`config.mk`:
```
export PLATFORM = sky130hd
export DESIGN_NAME = stx_etx_hex_checksum_deframer
export DESIGN_NICKNAME = d
export VERILOG_FILES = /design/src/hdl/sthc_pkg.sv /design/src/hdl/stx_etx_hex_checksum_deframer.sv /design/src/hdl/sthc_frame.sv
export SDC_FILE = /design/constraint.sdc
export NUM_CORES = 1
export LEC_CHECK = 0
export ABC_AREA = 0
export BUFFER_PORTS_ARGS = -buffer_cell sky130_fd_sc_hd__buf_2
export CAP_MARGIN = 20
export CORE_MARGIN = 2
export CORE_UTILIZATION = 50
export DETAILED_ROUTE_END_ITERATION = 8
export PLACE_DENSITY = 0.73
export REMOVE_ABC_BUFFERS = 1
export SLEW_MARGIN = 20
export SYNTH_ARGS = -nofsm -noshare
export SYNTH_HDL_FRONTEND = slang
export SYNTH_SLANG_ARGS = --single-unit
```
`constraint.sdc`:
```
create_clock -name clk_i -period 3.96 [get_ports clk_i]
set_clock_uncertainty 0.2 [all_clocks]
set_input_delay 0 -clock clk_i [delete_from_list [all_inputs] [get_ports clk_i]]
set_output_delay 0 -clock clk_i [all_outputs]
set_load 0.005 [all_outputs]
```
`src/hdl/sthc_pkg.sv`:
```
// ----------------------------------------------------------------------------
// sthc_pkg
// Types, constants and helper functions of the framed hex-checksum deframer.
// ----------------------------------------------------------------------------
package sthc_pkg;

  localparam int unsigned MAX_FRAME = 512;
  localparam int unsigned CNT_W     = $clog2(MAX_FRAME - 1);
  localparam int unsigned CFG_IDX_W = 1;
  localparam int unsigned TDATA_W   = 32;

  localparam logic [7:0] START_RST = 8'h06;
  localparam logic [7:0] END_RST   = 8'h03;
  localparam logic [7:0] CHR_ZERO  = 8'h30;
  localparam logic [7:0] CHR_NINE  = 8'h39;
  localparam logic [7:0] CHR_A     = 8'h41;
  localparam logic [7:0] CASE_MASK = 8'hDF;
  localparam logic [7:0] HEX_TEN   = 8'd10;

  localparam logic [CFG_IDX_W-1:0] CFG_START = 1'b0;
  localparam logic [CFG_IDX_W-1:0] CFG_END   = 1'b1;

  typedef enum logic [1:0] {
    ST_OK    = 2'd0,
    ST_CSUM  = 2'd1,
    ST_EMPTY = 2'd2,
    ST_OVER  = 2'd3
  } status_e;

  typedef struct packed {
    logic       valid;
    logic [7:0] out_byte;
    logic       frame_end;
    status_e    frame_status;
    logic [7:0] received_sum;
    logic [7:0] computed_sum;
  } result_t;

  function automatic logic [7:0] hex_val(input logic [7:0] c);
    logic [7:0] v;
    if (c <= CHR_NINE) begin
      v = c - CHR_ZERO;
    end else begin
      v = (c & CASE_MASK) - CHR_A + HEX_TEN;
    end
    return v;
  endfunction

endpackage

```
`src/hdl/stx_etx_hex_checksum_deframer.sv`:
```
// ----------------------------------------------------------------------------
// stx_etx_hex_checksum_deframer
// Start/end framed byte deframer with a two-character ASCII hex sum check.
// ----------------------------------------------------------------------------
// The block accepts one received byte per clock cycle while the consumer
// does not stall, and shows its result, if any, on the master side: a byte
// goes into an input register, the frame logic decides on it in one pass,
// and the outcome lands in a result register that holds while the
// consumer stalls. Payload bytes leave before the checksum is known, so a
// consumer keeps them only if the closing result, marked by tlast, reports
// status ok.
module stx_etx_hex_checksum_deframer (
  input  logic                            clk_i,
  input  logic                            rst_ni,
  input  logic                            cfg_we_i,
  input  logic [sthc_pkg::CFG_IDX_W-1:0]  cfg_addr_i,
  input  logic [7:0]                      cfg_wdata_i,
  input  logic                            s_axis_tvalid,
  output logic                            s_axis_tready,
  // [7:0] rx_byte
  input  logic [7:0]                      s_axis_tdata,
  output logic                            m_axis_tvalid,
  input  logic                            m_axis_tready,
  // [7:0] out_byte, [9:8] frame_status, [17:10] received_sum,
  // [25:18] computed_sum, [31:26] zero
  output logic [sthc_pkg::TDATA_W-1:0]    m_axis_tdata,
  // frame_end
  output logic                            m_axis_tlast
);

  logic              in_valid_q, in_valid_d;
  logic [7:0]        in_byte_q;
  logic              out_valid_q, out_valid_d;
  sthc_pkg::result_t out_q;
  sthc_pkg::result_t res;
  logic [7:0]        start_code_q, end_code_q;
  logic              advance;

  assign advance       = in_valid_q & (~out_valid_q | m_axis_tready);
  assign s_axis_tready = ~in_valid_q | advance;

  sthc_frame u_frame (
    .clk_i        (clk_i),
    .rst_ni       (rst_ni),
    .step_i       (advance),
    .rx_byte_i    (in_byte_q),
    .start_code_i (start_code_q),
    .end_code_i   (end_code_q),
    .res_o        (res)
  );

  always_comb begin
    in_valid_d = in_valid_q;
    if (s_axis_tvalid && s_axis_tready) begin
      in_valid_d = 1'b1;
    end else if (advance) begin
      in_valid_d = 1'b0;
    end
  end

  always_comb begin
    out_valid_d = out_valid_q;
    if (advance) begin
      out_valid_d = res.valid;
    end else if (m_axis_tready) begin
      out_valid_d = 1'b0;
    end
  end

  always_ff @(posedge clk_i or negedge rst_ni) begin
    if (!rst_ni) begin
      in_valid_q   <= 1'b0;
      out_valid_q  <= 1'b0;
      start_code_q <= sthc_pkg::START_RST;
      end_code_q   <= sthc_pkg::END_RST;
    end else begin
      in_valid_q  <= in_valid_d;
      out_valid_q <= out_valid_d;
      if (cfg_we_i) begin
        unique case (cfg_addr_i)
          sthc_pkg::CFG_START: start_code_q <= cfg_wdata_i;
          sthc_pkg::CFG_END:   end_code_q   <= cfg_wdata_i;
          default: ;
        endcase
      end
    end
  end

  always_ff @(posedge clk_i) begin
    if (s_axis_tvalid && s_axis_tready) begin
      in_byte_q <= s_axis_tdata;
    end
    if (advance && res.valid) begin
      out_q <= res;
    end
  end

  assign m_axis_tvalid = out_valid_q;
  assign m_axis_tlast  = out_q.frame_end;
  assign m_axis_tdata  = {6'b000000, out_q.computed_sum, out_q.received_sum,
                          out_q.frame_status, out_q.out_byte};

endmodule

```
`src/hdl/sthc_frame.sv`:
```
// ----------------------------------------------------------------------------
// sthc_frame
// Frame state, running sum, held checksum characters and closing decision.
// ----------------------------------------------------------------------------
module sthc_frame (
  input  logic               clk_i,
  input  logic               rst_ni,
  input  logic               step_i,
  input  logic [7:0]         rx_byte_i,
  input  logic [7:0]         start_code_i,
  input  logic [7:0]         end_code_i,
  output sthc_pkg::result_t  res_o
);

  logic                       in_frame_q, in_frame_d;
  logic [sthc_pkg::CNT_W-1:0] count_q, count_d;
  logic [7:0]                 sum_q, sum_d;
  logic [7:0]                 older_q, older_d;
  logic [7:0]                 newer_q, newer_d;
  logic [7:0]                 hv, lv, rs;

  assign hv = sthc_pkg::hex_val(older_q);
  assign lv = sthc_pkg::hex_val(newer_q);
  assign rs = (hv << 4) | lv;

  always_comb begin
    in_frame_d = in_frame_q;
    count_d    = count_q;
    sum_d      = sum_q;
    older_d    = older_q;
    newer_d    = newer_q;
    res_o      = '0;
    if (!in_frame_q) begin
      if (rx_byte_i == start_code_i) begin
        in_frame_d = 1'b1;
        count_d    = '0;
        sum_d      = rx_byte_i;
        older_d    = '0;
        newer_d    = '0;
      end
    end else if (rx_byte_i == end_code_i) begin
      res_o.valid        = 1'b1;
      res_o.frame_end    = 1'b1;
      res_o.computed_sum = sum_q;
      if (count_q == '0) begin
        res_o.frame_status = sthc_pkg::ST_EMPTY;
      end else if (count_q < sthc_pkg::CNT_W'(3)) begin
        res_o.frame_status = sthc_pkg::ST_CSUM;
      end else begin
        res_o.received_sum = rs;
        res_o.frame_status = (rs == sum_q) ? sthc_pkg::ST_OK : sthc_pkg::ST_CSUM;
      end
      in_frame_d = 1'b0;
      count_d    = '0;
      sum_d      = '0;
      older_d    = '0;
      newer_d    = '0;
    end else if (count_q >= sthc_pkg::CNT_W'(sthc_pkg::MAX_FRAME - 2)) begin
      res_o.valid        = 1'b1;
      res_o.frame_end    = 1'b1;
      res_o.frame_status = sthc_pkg::ST_OVER;
      res_o.computed_sum = sum_q;
      in_frame_d = 1'b0;
      count_d    = '0;
      sum_d      = '0;
      older_d    = '0;
      newer_d    = '0;
    end else begin
      count_d = count_q + sthc_pkg::CNT_W'(1);
      older_d = newer_q;
      newer_d = rx_byte_i;
      if (count_q >= sthc_pkg::CNT_W'(2)) begin
        sum_d          = sum_q + older_q;
        res_o.valid    = 1'b1;
        res_o.out_byte = older_q;
      end
    end
  end

  always_ff @(posedge clk_i or negedge rst_ni) begin
    if (!rst_ni) begin
      in_frame_q <= 1'b0;
      count_q    <= '0;
      sum_q      <= '0;
      older_q    <= '0;
      newer_q    <= '0;
    end else if (step_i) begin
      in_frame_q <= in_frame_d;
      count_q    <= count_d;
      sum_q      <= sum_d;
      older_q    <= older_d;
      newer_q    <= newer_d;
    end
  end

endmodule

```
==> results.yml, run 1 <==
outcome:
  outcome: "finished, final reports clean"
cells_and_area:
  areaGrowthSynthToFinish_pct: 17.1
  num-nets-final: 528
  antenna_cells: 0
  layout_common_cells: "50 x buf_2, 48 x dfrtp_1, 35 x edfxtp_1"
  fillerInstances: 765
  multi_input_comb_area_mm2: 0.00214
  mostFrequentLayoutCell: "buf_2"
  final_layout_size_suffix_gt1_share_pct: 23.6
  area.sequential_mm2: 0.00236
floorplan:
  io_pins: 57
  fp.dieH_um: 100
  initial_core_util_pct: 50.9
  area_inside_the_core_boundary_mm2: 0.00911
  std_cell_rows: 35
  die_area_mm2: 0.0101
  fp.dieW_um: 100
timing:
  period_minus_slack_ns: 2.95
  finalCritPeriodShare_pct: 74.4
  final.setup.tns_ns: 0
  rsz0062_at_grt: "no"
  max-slew-margin-rel_pct: 36.4
  max_freq_mhz: 339
  timing.final.max_slew_violations: 0
  worst_pin_slew_ns: 0.951
  setup_viol: 0
  fin_ws_ns: 1.01
  timing_hold_violations_final: 0
drt:
  antenna_violating_nets_post_route: 0
  met1_length_mm: 4.65
  top_layer_used: "met4"
  met3_wirelength_um: 592
  detailroute.wirelength.met2_mm: 5.20
  detail_route.wl_per_cell_um: 17.5
  routed_via_density: 5.79
  wl_mm: 10.6
  drc_marker_count_from_the_first_detailed_route_iteration: 287
  drc: 0
  firstDrtPassIters: 5
  dr_total_vias: 3491
placed_design:
  detailedPlacementHpwl_mm: 7.48
  gp_congestion: 0.954
  buffer_ports.inserted: 50
  dpl_worst_slack_ns: 1.09
worst_setup_path:
  critical_path_peak_fanout: 5
  worstPathRequired_ns: 3.84
  crit_path_start_kind: "register"
  worst-endpoint-arrival_ns: 2.83
  timing.reg2reg.worst_path_depth: 8
  setup.worst_path.end_class: "register"
  worstSetupPathType: "reg -> reg"
power_and_ir_drop:
  vdd_ir_drop_max_mv: 0.282
  powerDensity_mw_per_mm2: 611
  p_leak_nw: 2.38
yosys:
  synthesized_flop_and_latch_total: 87
  part_of_the_yosys_area_used_for_sequential_elements_pct: 50.9
  syn_area_per_cell_um2: 11.4
  yosysTopAreaCellShare_pct: 25.9
  synthFlopType: "dfrtp_1"
  async_set_reset_flop_share_out_of_synthesis_pct: 59.8
  mappedNetlistArea_mm2: 0.00464
  netlist-cell-type-count: 65
  synth_cells: 408
  number_of_synthesis_warnings: 0
  synth_enable_flop_cells: 35
  yosys-top-cells-area: "dfrtp_1 26%, edfxtp_1 23%, ha_1 4.9%"
  synth.largest_area_cell: "dfrtp_1"
clock_tree:
  cts_resized: 0
  cts_buffer_depth: 2
  cts_tree: "built"
  clockRootBuffer: "clkbuf_8"
  post-cts-setup-buffers: 0
  cts_buffers: 9
  clk_pin_slew_worst_paths_ns: 0.09
  ctsHtreeMaxLevel: 3
  postCtsHoldBufs: 25
  numClockSinks: 87
  clkLatencyLatePin_ns: 0.36
global_routing:
  grt.total_usage_pct: 22.5
  grt_antenna_before_repair: 0
  grt_overflow_total: 0
  grt_start_max_net_pins: 53
  global_route_wire_length_before_repair_mm: 17.4
  via_count_of_the_first_global_routing_pass: 3388
min_path:
  hold_path_cells: 3
  worst_hold_path_type: "in -> reg"
flow_run:
  max-cap-violations: 0
## logic make-up (layout without fill, tap and decap cells)
| family | Yosys count | in the layout | synth area share (%) |
|---|---|---|---|
| AND/OR/NAND/NOR | 118 | 118 | 14.5 |
| AO/OA/AOI/OAI | 91 | 91 | 13.4 |
| flip-flops | 87 | 87 | 50.9 |
| buffers and inverters | 37 | 116 | 3.81 |
| XOR/XNOR | 29 | 29 | 5.48 |
| multiplexers | 26 | 26 | 6.56 |
| adder cells (fa/ha/maj) | 19 | 19 | 5.29 |
| other | 1 | 6 | 0.0809 |
## cell usage after synthesis, drive strengths merged (5+ instances only)
master and number:
ha 18, nand3 11, dfrtp 48, a22o 10, o2bb2ai 5, a31oi 8, nand2 25, o21ai 30
xnor2 18, mux2 23, a21oi 8, and3 12, inv 20, xor2 11, clkbuf 7, nor2 22
and2 10, nor2b 8, nor3 6, edfxtp 35, buf 9
## sequential cells by signal (all words and copies together) (netlist names)
| signal | flops |
|---|---|
| start_code_q | 8 |
| u_frame.newer_q | 8 |
| u_frame.in_frame_q | 1 |
| m_axis_tlast | 1 |
| in_byte_q | 8 |
| u_frame.sum_q | 8 |
| u_frame.older_q | 8 |
| m_axis_tdata | 26 |
| end_code_q | 8 |
| m_axis_tvalid | 1 |
| u_frame.count_q | 9 |
| in_valid_q | 1 |
## worst paths after layout
kind / start / slack (ns) / end
setup / recovery: u_frame.newer_q[1] / 1.01 / m_axis_tdata[8]
hold / removal: cfg_we_i / 0.07 / end_code_q[2]
setup reg to reg: u_frame.newer_q[1] / 1.01 / m_axis_tdata[8]
hold reg to reg: u_frame.count_q[7] / 0.32 / u_frame.count_q[7]
max in group asynchronous: rst_ni / 3.01 / u_frame.newer_q[2]
min in group asynchronous: rst_ni / 0.10 / u_frame.count_q[4]
## critical path, stage by stage, from the launching register on
cell and delay [ns]:
dfrtp_1 0.44, inv_1 0.10, ha_1 0.22, or3b_2 0.49, a31oi_1 0.26, o2111ai_1 0.21
xor2_1 0.20, nor4b_1 0.42, a31oi_1 0.13
## layer usage
layer	up-vias	global-route usage (%)
met4	0	8.01
met3	11	3.83
met1	1710	30.2
met2	128	36.8
li1	1642	-
met5	-	0
## per-stage QoR
stage | power (mW) | util (%) | cell area (µm²) | instances | hold slack, ns
finish | 3.32 | 59.6 | 5430 | 603 | 0.0709
global route | 3.54 | 59.6 | 5430 | 603 | 0.108
CTS | 3.30 | 59.6 | 5430 | 603 | 0.0739
detailed placement | 2.71 | 54.9 | 5000 | 562 | -0.0335
global placement | 2.67 | 54.9 | 5000 | 562 | -0.0400
floorplan | 2.33 | - | 4550 | 396 | -0.496
## power breakdown
part | leakage [nW] | switching (mW) | internal, mW | total, mW
clock | 0.0918 | 0.311 | 0.242 | 0.553
combinational | 1.29 | 0.732 | 0.644 | 1.38
sequential | 0.995 | 0.258 | 1.13 | 1.39
## layout make-up
cell class / instances / area share [%]
multi-input cells: 289 / 39.5
clock inverters: 6 / 0.669
clock buffers: 10 / 2.54
well taps: 111 / 2.56
repair buffers: 80 / 9.91
inverters: 20 / 1.38
flip-flops and latches: 87 / 43.4
Note: power is estimated with default switching activity, not from simulation.
==> run 2: changes to the inputs <==
PLACE_DENSITY = 0.7   (was 0.73)
clock period = 3.1 ns   (was 3.96 ns; I/O delays follow)
==> run 2 against run 1 <==
Worst hold slack lost 0.024 ns. Maximum frequency grew 3.8%. Power grew 31%. Largest cell class unchanged. Sequential cell count is the same. Non-clock buffer count grew 4. Clock power grew 43%. Utilization grew 0.54 points. Critical endpoint unchanged.
==> results.yml, run 2 (synthesis results as in run 1) <==
outcome:
  outcome: "finished, final reports clean"
cells_and_area:
  mostFrequentLayoutCell: "buf_2"
  final_core_utilization_pct: 60.1
  final-instance-count-excl-fill: 607
  fillerInstances: 751
  areaGrowthSynthToFinish_pct: 18.1
  final_layout_size_suffix_gt1_share_pct: 24.6
  num-nets-final: 532
  largest_reg_flops: 26
  antenna_cells: 0
  layout_common_cells: "51 x buf_2, 48 x dfrtp_1, 35 x edfxtp_1"
worst_setup_path:
  cp-startpoint: "u_frame.newer_q[0]"
  timing.critical_path.slowest_cell_delay_ns: 0.46
  reg2reg_from: "u_frame.newer_q[0]"
  worstPathRequired_ns: 2.98
  timing.reg2reg.setup_slack_ns: 0.26
  setup.worst_path.end_class: "register"
  path_common_cell: "a31oi_1"
  critical_path_peak_fanout: 5
  timing.reg2reg.worst_path_depth: 8
  critical_path.reg2reg.endpoint: "m_axis_tdata[8]"
  worst_setup_path_endpoint: "m_axis_tdata[8]"
  critical_path.slowest_cell: "or3b_2"
  crit_path_start_kind: "register"
  timing.critical_path.cells: "inv_1, ha_1, or3b_2, a31oi_1, o2111ai_1, xor2_1, nor4b_1, a31oi_1"
  worst-endpoint-arrival_ns: 2.72
  worstSetupPathType: "reg -> reg"
clock_tree:
  clockRootBuffer: "clkbuf_8"
  cts_tree: "built"
  clkLatencyLatePin_ns: 0.36
  numClockSinks: 87
  ctsHtreeMaxLevel: 3
  post-cts-setup-buffers: 0
  cts_buffers: 9
  cts_buffer_depth: 2
  clk_pin_slew_worst_paths_ns: 0.09
floorplan:
  fp.dieH_um: 100
  fp.dieW_um: 100
  initial_core_util_pct: 50.9
  die_area_mm2: 0.0101
  std_cell_rows: 35
  area_inside_the_core_boundary_mm2: 0.00911
  io_pins: 57
timing:
  setup_viol: 0
  fin_ws_ns: 0.261
  period_minus_slack_ns: 2.84
  timing.final.max_slew_violations: 0
  timing.hold.ws_ns: 0.0469
  finalCritPeriodShare_pct: 91.6
  rsz0062_at_grt: "no"
  max-slew-margin-rel_pct: 49.1
  worst_pin_slew_ns: 0.761
  timing_hold_violations_final: 0
  max_freq_mhz: 352
placed_design:
  dpl_worst_slack_ns: 0.220
  place.detailed.instances: 568
  gp_congestion: 0.959
  buffer_ports.inserted: 50
  detailedPlacementHpwl_mm: 7.81
drt:
  routed_via_density: 5.55
  dr_total_vias: 3370
  antenna_violating_nets_post_route: 0
  firstDrtPassIters: 4
  wl_mm: 10.6
  drc: 0
  detail_route.wl_per_cell_um: 17.5
  drc_marker_count_from_the_first_detailed_route_iteration: 245
global_routing:
  global_route_wire_length_before_repair_mm: 17.6
  grt_overflow_total: 0
  via_count_of_the_first_global_routing_pass: 3377
  grt_start_max_net_pins: 30
  grt_antenna_before_repair: 0
  grt.total_usage_pct: 22.9
power_and_ir_drop:
  powerDensity_mw_per_mm2: 791
  power_mw: 4.33
  vdd_ir_drop_max_mv: 0.464
  p_leak_nw: 2.40
min_path:
  worst_hold_path_type: "in -> async"
flow_run:
  max-cap-violations: 0
## run 2: cell types whose count changed in the layout (fill, tap and decap cells not counted), sizes merged
cell and change:
clkbuf -1, inv +1, dlygate4sd3 -3, bufinv +1, buf +7, clkinv -1
## run 2: critical path: cells and delay by family, from the launching register on
family	cells	cell delay (ns)
compound gates	3	0.54
xor+xnor	1	0.18
fa+ha+maj	1	0.23
buf+inv	1	0.12
flops	1	0.42
simple gates	2	0.89
## run 2: cell type report
cell class                 count  area [µm²]  area share, %
clock buffer                   9         124           2.26
clock inverter                 7        72.6           1.33
inverter                      20        75.1           1.37
multi-input combinational    289        2140           39.0
sequential                    87        2360           43.0
tap                          111         139           2.54
timing repair buffer          84         571           10.4
## run 2: metrics by stage
| step | instance area [µm²] | setup TNS, ns |
|---|---|---|
| 2_1_floorplan | 4550 | -24.37 |
| 3_3_place_gp | 5050 | 0 |
| 3_5_place_dp | 5050 | 0 |
| 4_1_cts | 5480 | 0 |
| 5_1_grt | 5480 | 0 |
| 6_report | 5480 | 0 |
## run 2: power by group
part	leakage, nW	switching [mW]	internal [mW]
combinational	1.31	0.926	0.840
sequential	0.995	0.331	1.44
clock	0.0972	0.417	0.374
total	2.40	1.67	2.66
## run 2: how the worst min path moves through the flow
stage / endpoint / depth (start not counted)
floorplan: end_code_q[2] / 0
global placement: u_frame.in_frame_q / 1
detailed placement: u_frame.sum_q[4] / 1
CTS: m_axis_tvalid / 3
global route: u_frame.count_q[8] / 3
finish: u_frame.count_q[5] / 3
## run 2: routing by layer
metal | up-vias | GRT usage (%) | part of all wire, %
li1 | 1641 | - | -
met1 | 1597 | 31.0 | 44
met2 | 114 | 37.8 | 49
met3 | 18 | 3.69 | 4.9
met4 | 0 | 8.01 | 1.8
met5 | - | 0 | 0
## run 2: what timing repair did
action | in CTS | in global routing
endpoints found under the hold margin | 55 | 0
hold buffers | 23 | 0
resized for setup | 0 | 1
endpoints found under the setup margin | 0 | 1
